[src/lsdc_pkg.sv]
// ----------------------------------------------------------------------------
// Door controller package
// Types, codes and helpers shared by the door controller modules.
// ----------------------------------------------------------------------------
`default_nettype none

package lsdc_pkg;

  localparam int COUNT_BITS_DEF = 24;
  localparam int TIMEOUT_BITS   = 24;
  localparam logic [TIMEOUT_BITS-1:0] TIMEOUT_RESET = 24'd30000;

  // Request kinds.
  localparam logic [1:0] KIND_TICK  = 2'd0;
  localparam logic [1:0] KIND_OPEN  = 2'd1;
  localparam logic [1:0] KIND_CLOSE = 2'd2;

  // Door state codes as shown on the result channel.
  localparam logic [1:0] DOOR_OPENING = 2'd0;
  localparam logic [1:0] DOOR_CLOSING = 2'd1;
  localparam logic [1:0] DOOR_STANDBY = 2'd2;
  localparam logic [1:0] DOOR_ERROR   = 2'd3;

  typedef enum logic [3:0] {
    ST_OPENING = 4'b0001,
    ST_CLOSING = 4'b0010,
    ST_STANDBY = 4'b0100,
    ST_ERROR   = 4'b1000
  } state_t;

  typedef struct packed {
    logic [1:0] kind;
    logic       open_switch_n;
    logic       close_switch_n;
  } item_t;

  typedef struct packed {
    logic       motor_on;
    logic       motor_up;
    logic       alarm;
    logic [1:0] door_state;
  } result_t;

  function automatic logic [1:0] state_code(input state_t st);
    logic [1:0] code;
    code = DOOR_ERROR;
    unique case (st)
      ST_OPENING: code = DOOR_OPENING;
      ST_CLOSING: code = DOOR_CLOSING;
      ST_STANDBY: code = DOOR_STANDBY;
      ST_ERROR:   code = DOOR_ERROR;
      default:    code = DOOR_ERROR;
    endcase
    return code;
  endfunction

endpackage

`default_nettype wire

[src/lsdc_in_reg.sv]
// ----------------------------------------------------------------------------
// Door controller input register
// Captures one request and holds it until the state update consumes it.
// ----------------------------------------------------------------------------
`default_nettype none

module lsdc_in_reg (
  input  wire logic           clk,
  input  wire logic           rst_n,
  input  wire logic           in_valid,
  output      logic           in_ready,
  input  wire lsdc_pkg::item_t in_item,
  input  wire logic           take,
  output      logic           item_valid,
  output      lsdc_pkg::item_t item
);
  import lsdc_pkg::*;

  logic  valid_r;
  logic  valid_nxt;
  item_t item_r;

  // The register is free when empty or when its request moves on this cycle.
  assign in_ready  = !valid_r || take;
  assign valid_nxt = (in_valid && in_ready) || (valid_r && !take);

  always_ff @(posedge clk) begin
    if (!rst_n) begin
      valid_r <= 1'b0;
    end else begin
      valid_r <= valid_nxt;
    end
  end

  always_ff @(posedge clk) begin
    if (in_valid && in_ready) begin
      item_r <= in_item;
    end
  end

  assign item_valid = valid_r;
  assign item       = item_r;

endmodule

`default_nettype wire

[src/lsdc_core.sv]
// ----------------------------------------------------------------------------
// Door controller state update
// Holds the door state, tick counter, motor and alarm registers and the
// timeout register, and computes the next values for one request.
// ----------------------------------------------------------------------------
`default_nettype none

module lsdc_core #(
  parameter int COUNT_BITS = lsdc_pkg::COUNT_BITS_DEF
) (
  input  wire logic                              clk,
  input  wire logic                              rst_n,
  input  wire logic                              cfg_write,
  input  wire logic [lsdc_pkg::TIMEOUT_BITS-1:0] cfg_timeout,
  input  wire logic                              take,
  input  wire lsdc_pkg::item_t                   item,
  output      lsdc_pkg::result_t                 result_nxt
);
  import lsdc_pkg::*;

  localparam int CMP_BITS = (COUNT_BITS > TIMEOUT_BITS) ? COUNT_BITS : TIMEOUT_BITS;

  state_t                  state_r, state_nxt;
  logic [COUNT_BITS-1:0]   elapsed_r, elapsed_nxt;
  logic [COUNT_BITS-1:0]   elapsed_inc;
  logic                    motor_on_r, motor_on_nxt;
  logic                    motor_up_r, motor_up_nxt;
  logic                    alarm_r, alarm_nxt;
  logic [TIMEOUT_BITS-1:0] timeout_r;
  logic                    at_open;
  logic                    at_closed;
  logic                    to_open;
  logic                    cmd_reached;
  logic                    move_reached;
  logic                    timed_out;

  assign at_open   = !item.open_switch_n && item.close_switch_n;
  assign at_closed = !item.close_switch_n && item.open_switch_n;
  assign to_open   = (item.kind == KIND_OPEN);
  assign cmd_reached  = to_open ? at_open : at_closed;
  assign move_reached = (state_r == ST_OPENING) ? at_open : at_closed;

  // The counter stops at all ones.
  assign elapsed_inc = (elapsed_r == '1) ? elapsed_r : elapsed_r + COUNT_BITS'(1);
  assign timed_out   = CMP_BITS'(elapsed_inc) > CMP_BITS'(timeout_r);

  always_comb begin
    state_nxt    = state_r;
    elapsed_nxt  = elapsed_r;
    motor_on_nxt = motor_on_r;
    motor_up_nxt = motor_up_r;
    alarm_nxt    = alarm_r;
    if (item.kind == KIND_OPEN || item.kind == KIND_CLOSE) begin
      elapsed_nxt = '0;
      if (cmd_reached) begin
        state_nxt    = ST_STANDBY;
        alarm_nxt    = 1'b0;
        motor_on_nxt = 1'b0;
      end else begin
        state_nxt    = to_open ? ST_OPENING : ST_CLOSING;
        motor_on_nxt = 1'b1;
        motor_up_nxt = to_open;
      end
    end else begin
      // A tick, and the unused kind is treated the same way.
      elapsed_nxt = elapsed_inc;
      unique case (state_r)
        ST_OPENING, ST_CLOSING: begin
          if (move_reached) begin
            state_nxt    = ST_STANDBY;
            elapsed_nxt  = '0;
            alarm_nxt    = 1'b0;
            motor_on_nxt = 1'b0;
          end else if (timed_out) begin
            state_nxt    = ST_ERROR;
            elapsed_nxt  = '0;
            motor_on_nxt = 1'b0;
          end
        end
        ST_ERROR: begin
          alarm_nxt = 1'b1;
        end
        ST_STANDBY: begin
        end
        default: begin
        end
      endcase
    end
  end

  always_ff @(posedge clk) begin
    if (!rst_n) begin
      state_r    <= ST_OPENING;
      elapsed_r  <= '0;
      motor_on_r <= 1'b1;
      motor_up_r <= 1'b1;
      alarm_r    <= 1'b0;
    end else if (take) begin
      state_r    <= state_nxt;
      elapsed_r  <= elapsed_nxt;
      motor_on_r <= motor_on_nxt;
      motor_up_r <= motor_up_nxt;
      alarm_r    <= alarm_nxt;
    end
  end

  always_ff @(posedge clk) begin
    if (!rst_n) begin
      timeout_r <= TIMEOUT_RESET;
    end else if (cfg_write) begin
      timeout_r <= cfg_timeout;
    end
  end

  assign result_nxt.motor_on   = motor_on_nxt;
  assign result_nxt.motor_up   = motor_up_nxt;
  assign result_nxt.alarm      = alarm_nxt;
  assign result_nxt.door_state = state_code(state_nxt);

endmodule

`default_nettype wire

[src/lsdc_out_reg.sv]
// ----------------------------------------------------------------------------
// Door controller result register
// Holds one result until the downstream side takes it.
// ----------------------------------------------------------------------------
`default_nettype none

module lsdc_out_reg (
  input  wire logic              clk,
  input  wire logic              rst_n,
  input  wire logic              load,
  input  wire lsdc_pkg::result_t result_nxt,
  output      logic              space,
  output      logic              out_valid,
  input  wire logic              out_ready,
  output      lsdc_pkg::result_t result
);
  import lsdc_pkg::*;

  logic    valid_r;
  logic    valid_nxt;
  result_t result_r;

  assign space     = !valid_r || out_ready;
  assign valid_nxt = load || (valid_r && !out_ready);

  always_ff @(posedge clk) begin
    if (!rst_n) begin
      valid_r <= 1'b0;
    end else begin
      valid_r <= valid_nxt;
    end
  end

  always_ff @(posedge clk) begin
    if (load) begin
      result_r <= result_nxt;
    end
  end

  assign out_valid = valid_r;
  assign result    = result_r;

endmodule

`default_nettype wire

[src/limit_switch_door_controller_unit.sv]
// ----------------------------------------------------------------------------
// Limit switch door controller
// Top level: input register, state update and result register.
// ----------------------------------------------------------------------------
// Each request (tick, open or close command with both limit switch levels)
// is taken into an input register. The door state is updated and the result
// register is loaded together when that request moves on, which waits while
// the result register is full and out_ready is low. One request is accepted
// per cycle; in_ready drops only while the result register is full and
// out_ready is low. cfg_ready is always high; the timeout is to be written
// only while no request is in flight.
`default_nettype none

module limit_switch_door_controller_unit #(
  parameter int COUNT_BITS = lsdc_pkg::COUNT_BITS_DEF
) (
  input  wire logic                              clk,
  input  wire logic                              rst_n,
  input  wire logic                              cfg_valid,
  output      logic                              cfg_ready,
  input  wire logic [lsdc_pkg::TIMEOUT_BITS-1:0] cfg_timeout_ticks,
  input  wire logic                              in_valid,
  output      logic                              in_ready,
  input  wire logic [1:0]                        in_kind,
  input  wire logic                              in_open_switch_n,
  input  wire logic                              in_close_switch_n,
  output      logic                              out_valid,
  input  wire logic                              out_ready,
  output      logic                              out_motor_on,
  output      logic                              out_motor_up,
  output      logic                              out_alarm,
  output      logic [1:0]                        out_door_state
);
  import lsdc_pkg::*;

  item_t   in_item;
  item_t   item;
  logic    item_valid;
  logic    space;
  logic    take;
  result_t result_nxt;
  result_t result;

  assign cfg_ready = 1'b1;

  assign in_item.kind           = in_kind;
  assign in_item.open_switch_n  = in_open_switch_n;
  assign in_item.close_switch_n = in_close_switch_n;

  assign take = item_valid && space;

  lsdc_in_reg u_in_reg (
    .clk        (clk),
    .rst_n      (rst_n),
    .in_valid   (in_valid),
    .in_ready   (in_ready),
    .in_item    (in_item),
    .take       (take),
    .item_valid (item_valid),
    .item       (item)
  );

  lsdc_core #(
    .COUNT_BITS (COUNT_BITS)
  ) u_core (
    .clk         (clk),
    .rst_n       (rst_n),
    .cfg_write   (cfg_valid && cfg_ready),
    .cfg_timeout (cfg_timeout_ticks),
    .take        (take),
    .item        (item),
    .result_nxt  (result_nxt)
  );

  lsdc_out_reg u_out_reg (
    .clk        (clk),
    .rst_n      (rst_n),
    .load       (take),
    .result_nxt (result_nxt),
    .space      (space),
    .out_valid  (out_valid),
    .out_ready  (out_ready),
    .result     (result)
  );

  assign out_motor_on   = result.motor_on;
  assign out_motor_up   = result.motor_up;
  assign out_alarm      = result.alarm;
  assign out_door_state = result.door_state;

endmodule

`default_nettype wire

[config.mk]
export PLATFORM = sky130hd
export DESIGN_NAME = limit_switch_door_controller_unit
export DESIGN_NICKNAME = d
export VERILOG_FILES = /design/src/lsdc_pkg.sv /design/src/lsdc_in_reg.sv /design/src/lsdc_core.sv /design/src/lsdc_out_reg.sv /design/src/limit_switch_door_controller_unit.sv
export SDC_FILE = /design/constraint.sdc
export NUM_CORES = 1
export LEC_CHECK = 0
export ABC_AREA = 1
export BUFFER_PORTS_ARGS = -buffer_cell sky130_fd_sc_hd__buf_2
export CAP_MARGIN = 20
export CORE_MARGIN = 5
export CORE_UTILIZATION = 55
export CTS_CLUSTER_DIAMETER = 120
export CTS_CLUSTER_SIZE = 40
export DETAILED_ROUTE_END_ITERATION = 8
export GPL_TIMING_DRIVEN = 1
export PLACE_DENSITY = 0.74
export REMOVE_ABC_BUFFERS = 1
export SYNTH_ARGS = -nofsm -noshare
export SYNTH_HDL_FRONTEND = slang
export SYNTH_SLANG_ARGS = --single-unit
[constraint.sdc]
create_clock -name clk -period 5.9 [get_ports clk]
set_clock_uncertainty 0.15 [all_clocks]
set_input_delay 1.18 -clock clk [delete_from_list [all_inputs] [get_ports clk]]
set_output_delay 1.18 -clock clk [all_outputs]
set_load 0.005 [all_outputs]
==> out/summary.txt <==
CTS tree -> built
Total negative slack -> 0 ns
CTS Sinks -> 66
Chip Width -> 93.9 um
Synth-to-Final Area Change -> 11.1%
Int Pwr -> 712 uW
Post-Place Cell Area -> 4120 um^2
Clk pwr share -> 37.5%
Clock period minus final worst setup slack -> 3.90 ns
Sequential-to-total area share from yosys stat -> 36.4%
Crit path required time -> 6.01 ns
Hold depth -> 2
Cell variety after synth -> 40
Critical path class -> flip-flop to flip-flop
Pre-CTS setup slack -> 2.09 ns
Clk root buf -> clkbuf_8
DRT iter0 DRCs -> 189
Vias -> 3339
Synth Cell Area -> 3870 um^2
Final Instance Area -> 4300 um^2
Switching Share -> 26.4%
First-pass GRT wire length -> 13.6 mm
Initial Util -> 56.7%
Slew margin rel. -> 40.9%
Core Area -> 6830 um^2
Die area -> 8820 um^2
Comb power frac -> 12.4%
Final Cycle Share -> 66.1%
Synth top area cells -> dfxtp_1, nand2_1, a21oi_1
Status -> finished, final reports clean
Yosys top cell by area -> dfxtp_1
Largest net degree at the start of global routing -> 36
Diodes inserted -> 0
Share of post-route cells with drive strength above 1 -> 16.4%
Vias in the first global route -> 3051
HP Class -> flip-flop to flip-flop
Placed wire-length estimate -> 5.99 mm
Maximum clock frequency -> 0.257 GHz
DRT antenna net count -> 0
CTS buffer count -> 9
# IOs -> 41
Sequential power share -> 50.2%
Min Hold Slack -> 0.314 ns
RSZ-0062 raised after global routing -> no
Final wirelength -> 8.04 mm
Switching Power -> 256 uW
Crit start category -> flip-flop
Setup Buffers After CTS -> 0
Post-cts resize count -> 0
Setup Viol. Count Final -> 0
Avg WL per Cell -> 12.1 um
WP data arrival -> 4.01 ns
# rows -> 30
Syn Area/Cell -> 7.36 um^2
Cell count after synthesis -> 526
Slew Viols, Final -> 0
CP max FO -> 24
Yosys reg bits -> 66
Worst slew pin tran -> 0.886 ns
Post-synth top area share -> 29.5%
# hold bufs at CTS -> 0
DIE HEIGHT -> 93.9 um
Clk buf depth -> 2
Finished Core Util -> 63.0%
GRT Residual Overflow -> 0
H-tree levels -> 3
Lkg Pwr -> 0.00206 uW
Layout net count -> 620
Hold violation count in the final report -> 0
Max-Cap Viols -> 0
Port Buf Inserts -> 39
DRC -> 0
Power Density -> 225 nW/um^2
Crit end category -> flip-flop
Clk Latency, worst-skew pair -> 0.34 ns
First-pass DRT Iterations -> 4
Vias/cell -> 5.04
FF-to-FF path depth -> 22
Initial antenna violation count -> 0
Reg clk slew, reported paths -> 0.07 ns
Peak supply drop -> 117 uV
RePlAce Congestion -> 0.858
Yosys warning count -> 0
GRT Overall Usage -> 19.3%
Worst Setup Slack, final -> 2.00 ns
==> routing by layer <==
layer,wire [um],part of all wire [%],up-vias,GRT usage [%]
li1,-,-,1765,-
met1,3890,48,1497,25.7
met2,3720,46,66,31.8
met3,343,4.3,11,3.69
met4,87,1.1,0,5.05
met5,0,0,-,0
==> kinds of logic after synthesis <==
logic type | synth area share, %
AOI/OAI and AO/OA | 14.1
xor gates and xnor gates | 4.72
adders and majority gates | 8.40
buffers and inverters | 8.37
DFF | 36.4
other | 0.0968
and+or+nand+nor | 27.9
==> sequential cells by signal, summed over array words and instances (netlist names) <==
| signal | flops |
|---|---|
| u_core.elapsed_r | 24 |
| u_core.timeout_r | 24 |
| u_out_reg.result | 5 |
| u_core.state_r | 4 |
| u_in_reg.item | 4 |
| u_core.alarm_r | 1 |
| u_core.motor_on_r | 1 |
| u_core.motor_up_r | 1 |
| u_in_reg.item_valid | 1 |
| u_out_reg.out_valid | 1 |
==> final timing paths <==
check / start / endpoint / slack [ns]
hold / removal: u_core.timeout_r[17] / u_core.timeout_r[17] / 0.31
setup / recovery: u_core.elapsed_r[0] / u_core.elapsed_r[7] / 2.00
hold reg to reg: u_core.timeout_r[17] / u_core.timeout_r[17] / 0.31
setup reg to reg: u_core.elapsed_r[0] / u_core.elapsed_r[7] / 2.00
==> placed cells by master, fill, tap and decap left out, drive strengths merged, types with 7 or more instances in the layout <==
cell    instances
clkbuf         10
dfxtp          57
buf            41
inv            64
xor2           12
nor3            7
o21ai          34
edfxtp          9
xnor2           8
a21oi          66
nor2           48
nand2         145
nand3          17
ha             26
==> power by group through the flow <==
| stage | Clock, uW | Sequential (uW) | Combinational, uW |
|---|---|---|---|
| final | 362 | 486 | 120 |
| after global routing | 387 | 488 | 138 |
| after CTS | 367 | 486 | 120 |
| after detailed placement | 0 | 496 | 119 |
| after global placement | 0 | 495 | 115 |
| after floorplan | 0 | 495 | 80.3 |
==> worst max-delay path, stage by stage (launching register included) <==
cell      delay (ns)
dfxtp_1         0.47
ha_1            0.23
nand2_2         0.08
nor2_4          0.14
nand2_4         0.08
nor2_8          0.12
nand2_4         0.09
nor2_8          0.15
nor2_4          0.06
nand2_4         0.09
nor2_4          0.05
nand3b_1        0.09
nand2_2         0.08
ha_1            0.28
a21oi_1         0.17
o21ai_0         0.12
a21oi_1         0.22
nand3_1         0.14
nand3_1         0.17
nand2_2         0.09
nor2_4          0.47
nand2_1         0.14
a21oi_1         0.16
==> cell usage after synthesis, drive strengths merged <==
master,instances
nand2,145
a21oi,66
inv,64
dfxtp,57
nor2,48
o21ai,34
ha,26
nand3,17
clkbuf,13
xor2,12
edfxtp,9
xnor2,8
nor3,7
nand4,5
buf,4
a21o,2
nor4,2
a211oi,1
a31o,1
and2,1
conb,1
nand3b,1
nor3b,1
o31ai,1
==> metrics by stage <==
| stage | power (uW) | std cells |
|---|---|---|
| detailed placement | 614 | 646 |
| finish | 968 | 662 |
| global placement | 610 | 646 |
| floorplan | 575 | 509 |
| global route | 1010 | 662 |
| CTS | 972 | 662 |
==> layout make-up <==
cell class,instances,area [um^2]
multi-input combinational,379,2140
sequential,66,1410
clock inverter,6,57.6
fill,637,2530
tap,96,120
inverter,64,240
clock buffer,10,128
timing repair buffer,41,210
Note: power is estimated with default switching activity, not from simulation.
